[config.mk]
export PLATFORM = sky130hd
export DESIGN_NAME = link_frame_checker_top
export DESIGN_NICKNAME = d
export VERILOG_FILES = /design/src/hdl/lfc_pkg.sv /design/src/hdl/lfc_frame_state.sv /design/src/hdl/lfc_result_queue.sv /design/src/hdl/link_frame_checker_top.sv
export VERILOG_INCLUDE_DIRS = /design/src /design/src/hdl
export SDC_FILE = /design/constraint.sdc
export NUM_CORES = 1
export LEC_CHECK = 0
export BUFFER_PORTS_ARGS = -buffer_cell sky130_fd_sc_hd__buf_2
export CAP_MARGIN = 0
export CORE_MARGIN = 1
export CORE_UTILIZATION = 25
export CTS_BUF_LIST = sky130_fd_sc_hd__clkbuf_8
export DETAILED_ROUTE_END_ITERATION = 10
export GPL_TIMING_DRIVEN = 0
export HOLD_SLACK_MARGIN = 0.02
export PLACE_DENSITY = 0.52
export SETUP_SLACK_MARGIN = 0.05
export SLEW_MARGIN = 0
export SYNTH_ARGS = -nofsm -noshare
export SYNTH_HDL_FRONTEND = slang
export SYNTH_SLANG_ARGS = --single-unit
[constraint.sdc]
create_clock -name clk -period 23.6 [get_ports clk]
set_input_delay 4.72 -clock clk [delete_from_list [all_inputs] [get_ports clk]]
set_output_delay 4.72 -clock clk [all_outputs]
set_load 0.01 [all_outputs]
[src/hdl/assert_macros.svh]
// Assertion macros shared by the frame checker RTL.
// Needs clk and rst_n in the scope where a macro is used.
`ifndef ASSERT_MACROS_SVH
`define ASSERT_MACROS_SVH

// Same-cycle implication, disabled in reset
`define LFC_ASSERT(lbl, ante, cons) \
    lbl: assert property (@(posedge clk) disable iff (!rst_n) (ante) |-> (cons)) \
        else $error("frame checker assertion failed");

// Next-cycle implication, disabled in reset
`define LFC_ASSERT_NEXT(lbl, ante, cons) \
    lbl: assert property (@(posedge clk) disable iff (!rst_n) (ante) |=> (cons)) \
        else $error("frame checker assertion failed");

`endif

[src/hdl/lfc_pkg.sv]
// Types, codes and constants of the link frame checker.
// No dependencies; imported by every RTL module of the block.
package lfc_pkg;

    localparam logic [5:0] HDR_DONE       = 6'd42;
    localparam logic [5:0] HEAD_SUM_HI    = 6'd24;
    localparam logic [5:0] HEAD_SUM_LO    = 6'd25;
    localparam logic [5:0] DATA_SUM_HI    = 6'd40;
    localparam logic [5:0] DATA_SUM_LO    = 6'd41;
    localparam logic [16:0] COUNT_MAX     = 17'h1FFFF;

    localparam logic KIND_PAYLOAD = 1'b0;
    localparam logic KIND_RECORD  = 1'b1;

    typedef enum logic [2:0] {
        STATUS_OK,
        STATUS_SHORT,
        STATUS_HEAD_SUM,
        STATUS_LENGTH,
        STATUS_DATA_SUM
    } status_t;

    typedef enum logic [2:0] {
        SLOT_DMAC,
        SLOT_SMAC,
        SLOT_PROTO,
        SLOT_IP,
        SLOT_PORTS,
        SLOT_NONE
    } slot_t;

    // One result item as it leaves the block
    typedef struct packed {
        logic        kind;
        logic [7:0]  payload_byte;
        logic [2:0]  status;
        logic [47:0] dest_mac;
        logic [47:0] source_mac;
        logic [15:0] protocol_word;
        logic [15:0] service_type;
        logic [31:0] source_ip;
        logic [31:0] dest_ip;
        logic [15:0] source_port;
        logic [15:0] dest_port;
        logic [15:0] data_length;
    } result_t;

    // Results one byte produces
    typedef struct packed {
        logic pay;
        logic rec;
    } push_t;

    // Capture register for each header byte offset
    function automatic slot_t slot_of(input logic [5:0] idx);
        slot_t s;
        case (idx) inside
            [6'd0:6'd5]:   s = SLOT_DMAC;
            [6'd6:6'd11]:  s = SLOT_SMAC;
            [6'd12:6'd13]: s = SLOT_PROTO;
            [6'd16:6'd17]: s = SLOT_PROTO;
            [6'd26:6'd33]: s = SLOT_IP;
            [6'd34:6'd39]: s = SLOT_PORTS;
            default:       s = SLOT_NONE;
        endcase
        return s;
    endfunction

endpackage

[src/hdl/lfc_frame_state.sv]
// Frame state of the checker: header capture, checksum lanes, payload count.
// Depends on lfc_pkg and assert_macros.svh.
module lfc_frame_state (
    input  logic             clk,
    input  logic             rst_n,
    input  logic             take,
    input  logic [7:0]       frame_byte,
    input  logic             frame_last,
    output lfc_pkg::push_t   push,
    output lfc_pkg::result_t pay_result,
    output lfc_pkg::result_t rec_result
);
    import lfc_pkg::*;

    `include "assert_macros.svh"

    logic [5:0]  header_index_reg, header_index_next;
    logic [16:0] payload_count_reg, payload_count_next;
    logic [7:0]  head_even_reg, head_even_next;
    logic [7:0]  head_odd_reg, head_odd_next;
    logic [7:0]  data_even_reg, data_even_next;
    logic [7:0]  data_odd_reg, data_odd_next;
    logic [15:0] stored_head_reg, stored_head_next;
    logic [15:0] stored_data_reg, stored_data_next;
    logic        header_good_reg, header_good_next;
    logic [47:0] dmac_reg, dmac_next;
    logic [47:0] smac_reg, smac_next;
    logic [31:0] proto_reg, proto_next;
    logic [63:0] ip_reg, ip_next;
    logic [47:0] ports_reg, ports_next;

    logic        in_header;
    logic [7:0]  summed;
    status_t     st;

    assign in_header = (header_index_reg < HDR_DONE);

    // Compute next frame state for the byte at the input
    always_comb
    begin
        header_index_next  = header_index_reg;
        payload_count_next = payload_count_reg;
        head_even_next     = head_even_reg;
        head_odd_next      = head_odd_reg;
        data_even_next     = data_even_reg;
        data_odd_next      = data_odd_reg;
        stored_head_next   = stored_head_reg;
        stored_data_next   = stored_data_reg;
        header_good_next   = header_good_reg;
        dmac_next          = dmac_reg;
        smac_next          = smac_reg;
        proto_next         = proto_reg;
        ip_next            = ip_reg;
        ports_next         = ports_reg;
        summed             = frame_byte;

        if (in_header)
        begin
            // Stored header checksum counts as zero in the header sum
            if (header_index_reg == HEAD_SUM_HI || header_index_reg == HEAD_SUM_LO)
            begin
                stored_head_next = {stored_head_reg[7:0], frame_byte};
                summed           = 8'd0;
            end
            if (header_index_reg == DATA_SUM_HI || header_index_reg == DATA_SUM_LO)
            begin
                stored_data_next = {stored_data_reg[7:0], frame_byte};
            end
            if (!header_index_reg[0])
            begin
                head_even_next = head_even_reg + summed;
            end
            else
            begin
                head_odd_next = head_odd_reg + summed;
            end

            case (slot_of(header_index_reg))
                SLOT_DMAC:  dmac_next  = {dmac_reg[39:0], frame_byte};
                SLOT_SMAC:  smac_next  = {smac_reg[39:0], frame_byte};
                SLOT_PROTO: proto_next = {proto_reg[23:0], frame_byte};
                SLOT_IP:    ip_next    = {ip_reg[55:0], frame_byte};
                SLOT_PORTS: ports_next = {ports_reg[39:0], frame_byte};
                default:    ;
            endcase

            header_index_next = header_index_reg + 6'd1;
            if (header_index_next == HDR_DONE)
            begin
                header_good_next = ({head_even_next, head_odd_next} == stored_head_next);
            end
        end
        else
        begin
            if (!payload_count_reg[0])
            begin
                data_even_next = data_even_reg + frame_byte;
            end
            else
            begin
                data_odd_next = data_odd_reg + frame_byte;
            end
            if (payload_count_reg != COUNT_MAX)
            begin
                payload_count_next = payload_count_reg + 17'd1;
            end
        end
    end

    // Pick the results this byte produces
    assign push.pay = !in_header && header_good_reg;
    assign push.rec = frame_last;

    always_comb
    begin
        pay_result              = '0;
        pay_result.kind         = KIND_PAYLOAD;
        pay_result.payload_byte = frame_byte;
    end

    // Build the end-of-frame record from the updated state
    always_comb
    begin
        rec_result      = '0;
        rec_result.kind = KIND_RECORD;
        st              = STATUS_SHORT;
        if (header_index_next == HDR_DONE)
        begin
            if (!header_good_next)
            begin
                st = STATUS_HEAD_SUM;
            end
            else if (payload_count_next != {1'b0, ports_next[15:0]})
            begin
                st = STATUS_LENGTH;
            end
            else if ({data_even_next, data_odd_next} != stored_data_next)
            begin
                st = STATUS_DATA_SUM;
            end
            else
            begin
                st = STATUS_OK;
            end
            rec_result.dest_mac      = dmac_next;
            rec_result.source_mac    = smac_next;
            rec_result.protocol_word = proto_next[31:16];
            rec_result.service_type  = proto_next[15:0];
            rec_result.source_ip     = ip_next[63:32];
            rec_result.dest_ip       = ip_next[31:0];
            rec_result.source_port   = ports_next[47:32];
            rec_result.dest_port     = ports_next[31:16];
            rec_result.data_length   = ports_next[15:0];
        end
        rec_result.status = st;
    end

    // Advance frame state; clear it after the last byte
    always_ff @(posedge clk or negedge rst_n)
    begin
        if (!rst_n)
        begin
            header_index_reg  <= '0;
            payload_count_reg <= '0;
            head_even_reg     <= '0;
            head_odd_reg      <= '0;
            data_even_reg     <= '0;
            data_odd_reg      <= '0;
            stored_head_reg   <= '0;
            stored_data_reg   <= '0;
            header_good_reg   <= 1'b0;
        end
        else if (take)
        begin
            if (frame_last)
            begin
                header_index_reg  <= '0;
                payload_count_reg <= '0;
                head_even_reg     <= '0;
                head_odd_reg      <= '0;
                data_even_reg     <= '0;
                data_odd_reg      <= '0;
                stored_head_reg   <= '0;
                stored_data_reg   <= '0;
                header_good_reg   <= 1'b0;
            end
            else
            begin
                header_index_reg  <= header_index_next;
                payload_count_reg <= payload_count_next;
                head_even_reg     <= head_even_next;
                head_odd_reg      <= head_odd_next;
                data_even_reg     <= data_even_next;
                data_odd_reg      <= data_odd_next;
                stored_head_reg   <= stored_head_next;
                stored_data_reg   <= stored_data_next;
                header_good_reg   <= header_good_next;
            end
        end
    end

    // Hold captured fields; every field is fully rewritten by its own header bytes
    always_ff @(posedge clk)
    begin
        if (take)
        begin
            dmac_reg  <= dmac_next;
            smac_reg  <= smac_next;
            proto_reg <= proto_next;
            ip_reg    <= ip_next;
            ports_reg <= ports_next;
        end
    end

    `LFC_ASSERT(a_good_needs_header, header_good_reg, header_index_reg == HDR_DONE)
    `LFC_ASSERT(a_count_needs_header, payload_count_reg != '0, header_index_reg == HDR_DONE)
    `LFC_ASSERT_NEXT(a_clear_after_last, take && frame_last,
                     header_index_reg == '0 && payload_count_reg == '0 && !header_good_reg)

endmodule

[src/hdl/lfc_result_queue.sv]
// Two-entry result queue that takes up to two results per cycle.
// Depends on lfc_pkg and assert_macros.svh.
module lfc_result_queue (
    input  logic             clk,
    input  logic             rst_n,
    input  lfc_pkg::push_t   push,
    input  lfc_pkg::result_t pay_data,
    input  lfc_pkg::result_t rec_data,
    input  logic             pop,
    output lfc_pkg::result_t head,
    output logic             head_valid,
    output logic [1:0]       free
);
    import lfc_pkg::*;

    `include "assert_macros.svh"

    result_t    entry_reg [2];
    logic       wr_ptr_reg, rd_ptr_reg;
    logic [1:0] count_reg, count_next;
    logic [1:0] npush;
    logic       rec_slot;

    assign npush      = {1'b0, push.pay} + {1'b0, push.rec};
    assign rec_slot   = push.pay ? ~wr_ptr_reg : wr_ptr_reg;
    assign count_next = count_reg + npush - {1'b0, pop};
    assign head       = entry_reg[rd_ptr_reg];
    assign head_valid = (count_reg != 2'd0);
    assign free       = 2'd2 - count_reg;

    // Write payload result first, then the record behind it
    always_ff @(posedge clk)
    begin
        if (push.pay)
        begin
            entry_reg[wr_ptr_reg] <= pay_data;
        end
        if (push.rec)
        begin
            entry_reg[rec_slot] <= rec_data;
        end
    end

    // Advance pointers and occupancy
    always_ff @(posedge clk or negedge rst_n)
    begin
        if (!rst_n)
        begin
            wr_ptr_reg <= 1'b0;
            rd_ptr_reg <= 1'b0;
            count_reg  <= 2'd0;
        end
        else
        begin
            wr_ptr_reg <= wr_ptr_reg ^ npush[0];
            rd_ptr_reg <= rd_ptr_reg ^ pop;
            count_reg  <= count_next;
        end
    end

    `LFC_ASSERT(a_no_overflow, 1'b1, count_reg <= 2'd2)
    `LFC_ASSERT(a_push_fits, push.pay || push.rec, npush <= free + {1'b0, pop})
    `LFC_ASSERT_NEXT(a_drain, pop && count_reg == 2'd1 && !push.pay && !push.rec,
                     !head_valid)

endmodule

[src/hdl/link_frame_checker_top.sv]
// Top level of the link frame checker: input register, frame state, result queue.
// Depends on lfc_pkg, lfc_frame_state, lfc_result_queue and assert_macros.svh.
//
//  channel | handshake            | fields
//  --------+----------------------+------------------------------------------------
//  in      | in_valid / in_ready  | rx_byte, is_last
//  out     | out_valid / out_ready| result_kind, payload_byte, status, header fields
//
// One byte is taken per cycle while the queue has room; a byte that yields a payload byte
// and the status record takes two queue entries, and the queue drains one entry a cycle
// while out_ready is high. Bytes pass the input register, then the result queue entry.
// Reset clears frame counters and sums, not captured fields; no clearing pass is needed.
// The input register drains into the queue when its free entries cover the
// results of the held byte, so out_ready never reaches in_ready combinationally.
module link_frame_checker_top (
    input  logic        clk,
    input  logic        rst_n,
    input  logic        in_valid,
    output logic        in_ready,
    input  logic [7:0]  rx_byte,
    input  logic        is_last,
    output logic        out_valid,
    input  logic        out_ready,
    output logic        result_kind,
    output logic [7:0]  payload_byte,
    output logic [2:0]  status,
    output logic [47:0] dest_mac,
    output logic [47:0] source_mac,
    output logic [15:0] protocol_word,
    output logic [15:0] service_type,
    output logic [31:0] source_ip,
    output logic [31:0] dest_ip,
    output logic [15:0] source_port,
    output logic [15:0] dest_port,
    output logic [15:0] data_length
);
    import lfc_pkg::*;

    `include "assert_macros.svh"

    logic       in_valid_reg;
    logic [7:0] in_byte_reg;
    logic       in_last_reg;
    logic       fire;
    logic [1:0] need;
    logic [1:0] free;
    push_t      push;
    push_t      push_q;
    result_t    pay_result;
    result_t    rec_result;
    result_t    head;

    assign need     = {1'b0, push.pay} + {1'b0, push.rec};
    assign fire     = in_valid_reg && (free >= need);
    assign in_ready = !in_valid_reg || fire;

    assign push_q.pay = fire && push.pay;
    assign push_q.rec = fire && push.rec;

    // Hold the accepted transaction until the queue has room for its results
    always_ff @(posedge clk or negedge rst_n)
    begin
        if (!rst_n)
        begin
            in_valid_reg <= 1'b0;
        end
        else if (in_ready)
        begin
            in_valid_reg <= in_valid;
        end
    end

    always_ff @(posedge clk)
    begin
        if (in_valid && in_ready)
        begin
            in_byte_reg <= rx_byte;
            in_last_reg <= is_last;
        end
    end

    lfc_frame_state u_state (
        .clk        (clk),
        .rst_n      (rst_n),
        .take       (fire),
        .frame_byte (in_byte_reg),
        .frame_last (in_last_reg),
        .push       (push),
        .pay_result (pay_result),
        .rec_result (rec_result)
    );

    lfc_result_queue u_queue (
        .clk        (clk),
        .rst_n      (rst_n),
        .push       (push_q),
        .pay_data   (pay_result),
        .rec_data   (rec_result),
        .pop        (out_valid && out_ready),
        .head       (head),
        .head_valid (out_valid),
        .free       (free)
    );

    // Drive result ports from the queue head
    assign result_kind   = head.kind;
    assign payload_byte  = head.payload_byte;
    assign status        = head.status;
    assign dest_mac      = head.dest_mac;
    assign source_mac    = head.source_mac;
    assign protocol_word = head.protocol_word;
    assign service_type  = head.service_type;
    assign source_ip     = head.source_ip;
    assign dest_ip       = head.dest_ip;
    assign source_port   = head.source_port;
    assign dest_port     = head.dest_port;
    assign data_length   = head.data_length;

    `LFC_ASSERT_NEXT(a_stalled_byte_holds, in_valid_reg && !fire,
                     in_valid_reg && $stable(in_byte_reg) && $stable(in_last_reg))

endmodule

==> metrics.cfg <==
[clock_network]
cts_buffers=151
clk_latency_ns=0.88
clkSinkCount=846
cts_buffer_depth=3
cts.clk_slew.worst_paths_ns=0.06
clock-root-buffer=clkbuf_8
cts.repair.resized=0
postCtsHoldBufs=0
cts_tree=yes
htreeDepth=4
cts_setup_buffers=0

[flow_run]
maxCapViolations=0

[power_and_ir_drop]
p_comb_share_pct=38.0
p_clk_share_pct=21.1
ir_worst_vdd_uv=73.3
leakage_nw=18.3
p_sw_share_pct=39.1
powerDensity_nw_per_um2=133
power_switching_mw=2.41
p_int_mw=3.76
total_power_mw=6.18
seqPwrFrac_pct=40.9

[die]
die_height_microns=399
die_area_sq_um=160000
start_util_pct=25.2
die_width_microns=399
io_pins=267
rows=145
fp.coreArea_sq_um=157000

[worst_setup_path]
reg2reg_from=u_state.header_index_reg[1]
cp.arrival_ns=9.58
crit_required_ns=24.17
crit_start=u_state.header_index_reg[1]
crit_type=flip-flop to flip-flop
cp-start-kind=flip-flop
worstSetupEndpointType=flip-flop
crit_fanout=48

[yosys]
synth_seq_cells=846
async_flop_share_pct=11.0
synth_seq_area_share_pct=62.7
synth_top_cell_by_area=edfxtp_1
synthCells=3150
syn_area_per_cell_sq_um=12.5
ys.flop_type=edfxtp_1
yosys-top-cells-area=edfxtp_1 56%, mux2_2 7.3%, mux2i_1 7.2%
synthAdderAreaFrac_pct=1.67
yosysUniqueCellTypes=83
yosys.area_share.xor_xnor_pct=1.56
synth_area_sq_um=39500
synth_top_family_by_area=multiplexers
synth_top_area_share_pct=55.9
synth_compound_area_share_pct=5.75
muxShareOfSynthArea_pct=14.6
yosys_warnings=0
synth-edff-count=735
synth-simple-area-share_pct=9.35
syn-num-nets=3212

[final_layout]
multiInputGateArea_sq_um=13000
drive_gt1_share_pct=20.5
register_area_sq_um=24800
stdcell_area_sq_um=46600
area_growth_pct=17.9
largest_reg_flops=504
fillCellCount=16000
mostFrequentLayoutCells=735 x edfxtp_1, 556 x nor2_1, 322 x inv_1
layout_commonest_cell=edfxtp_1
nets=3646

[routing]
ant_nets=0
drtIter0Drc=1589
wl_per_cell_microns=20.0
drtPass1Iterations=6
vias=25800
drt-total-wl_microns=115000
drc=0
routed_via_density=4.48

[grt]
antenna_found_initial=7
grt_pass1_vias=25500
gr-total-overflow=0
grt_use_total_pct=14.2
grt_max_degree=95
grt_pass1_wl_microns=168000

[timing]
finalCritPeriodShare_pct=38.2
max_slew_margin_pct=11.5
skew_ns=0.0565
finalSetupViolCount=0
grt_setup_unrepaired=no
drv_slew=0
hold_viol_final=0
tightest_slew_ns=1.33
fmax_ghz=0.111
period_minus_slack_ns=9.01

[placed_design]
placed_area_sq_um=43800
dp_hpwl_microns=78700
place.gp.congestion=0.867
portBuffers=266

[min_path]
min_from=u_queue.entry_reg[0][251]
hold_class=flip-flop to flip-flop

[run_status]
status=finished, final reports clean

## cells in the mapped netlist, types with 36 or more instances
cell type,n
inv_1,270
a21oi_1,56
o21ai_0,83
ha_1,43
mux2i_1,283
xnor2_1,36
nand2_1,103
mux2_2,257
nor2_1,556
dfrtp_1,93
edfxtp_1,735
clkbuf_1,163
## final cells by class
class / instances / area share [%]
Multi-Input combinational cell: 1846 / 27.9
Antenna cell: 4 / 0.0215
Tap cell: 2058 / 5.53
Buffer: 186 / 1.58
Timing Repair Buffer: 281 / 3.66
Inverter: 272 / 2.21
Sequential cell: 846 / 53.2
Clock buffer: 159 / 4.70
Clock inverter: 101 / 1.23
## critical path, cell delays in order (launching register included)
cell	delay [ns]
dfrtp_1	0.40
clkbuf_1	0.38
nor3_1	0.18
nor2_2	0.41
clkbuf_1	0.59
and2_1	0.29
ha_1	0.25
ha_1	0.26
nand2b_1	0.14
a21oi_1	0.16
nand2b_1	0.12
clkbuf_1	0.83
clkinv_1	0.78
clkbuf_4	0.49
buf_16	0.25
nand2_1	0.14
inv_1	0.12
ha_1	0.36
and3_1	0.19
clkbuf_1	0.23
nand2_1	0.56
clkbuf_1	0.87
clkbuf_1	0.53
nor2_1	0.10
## kinds of logic after synthesis
| logic type | Yosys count |
|---|---|
| compound gates | 334 |
| xor+xnor | 67 |
| fa+ha+maj | 49 |
| buf+inv | 458 |
| flops | 846 |
| mux | 541 |
| simple gates | 855 |
## path summary, 6_finish.rpt
path | to | slack [ns] | cells after the start
worst max-delay path | u_queue.entry_reg[0][190] | 14.59 | 23
worst min-delay path | u_queue.entry_reg[0][251] | 0.48 | 2
worst max register to register | u_queue.entry_reg[0][190] | 14.59 | 23
worst min register to register | u_queue.entry_reg[0][251] | 0.48 | 2
max in group asynchronous | u_state.head_even_reg[6] | 18.97 | 2
min in group asynchronous | u_state.payload_count_reg[5] | 3.85 | 1
## power groups by stage
stage          Clock (mW)  Combinational [mW]  Sequential [mW]
3_5_place_dp            0                2.38             2.56
3_3_place_gp            0                2.28             2.86
5_1_grt              1.40                2.57             2.57
2_1_floorplan           0                1.43             2.62
4_1_cts              1.34                2.40             2.53
6_report             1.30                2.35             2.53
## routing by layer
metal	GRT usage [%]	vias to the layer above	routed length, microns	share of wire [%]
li1	-	12100	-	-
met1	18.6	12700	50800	44
met2	21.9	752	52200	45
met3	4.52	203	8850	7.7
met4	5.31	10	3380	2.9
met5	0	-	57	0.049
## stage by stage
stage	std cells	setup slack [ns]	utilization (%)	hold slack, ns	TNS (ns)
after detailed placement	5489	14.54	28.0	0.474	0
after floorplan	3150	6.91	-	0.431	0
after CTS	5749	14.43	29.7	0.483	0
after global routing	5752	14.09	29.7	0.495	0
final	5753	14.59	29.7	0.480	0
after global placement	5474	-4.91	27.7	0.447	-2050.31
Power figures use the tool's default switching activity.
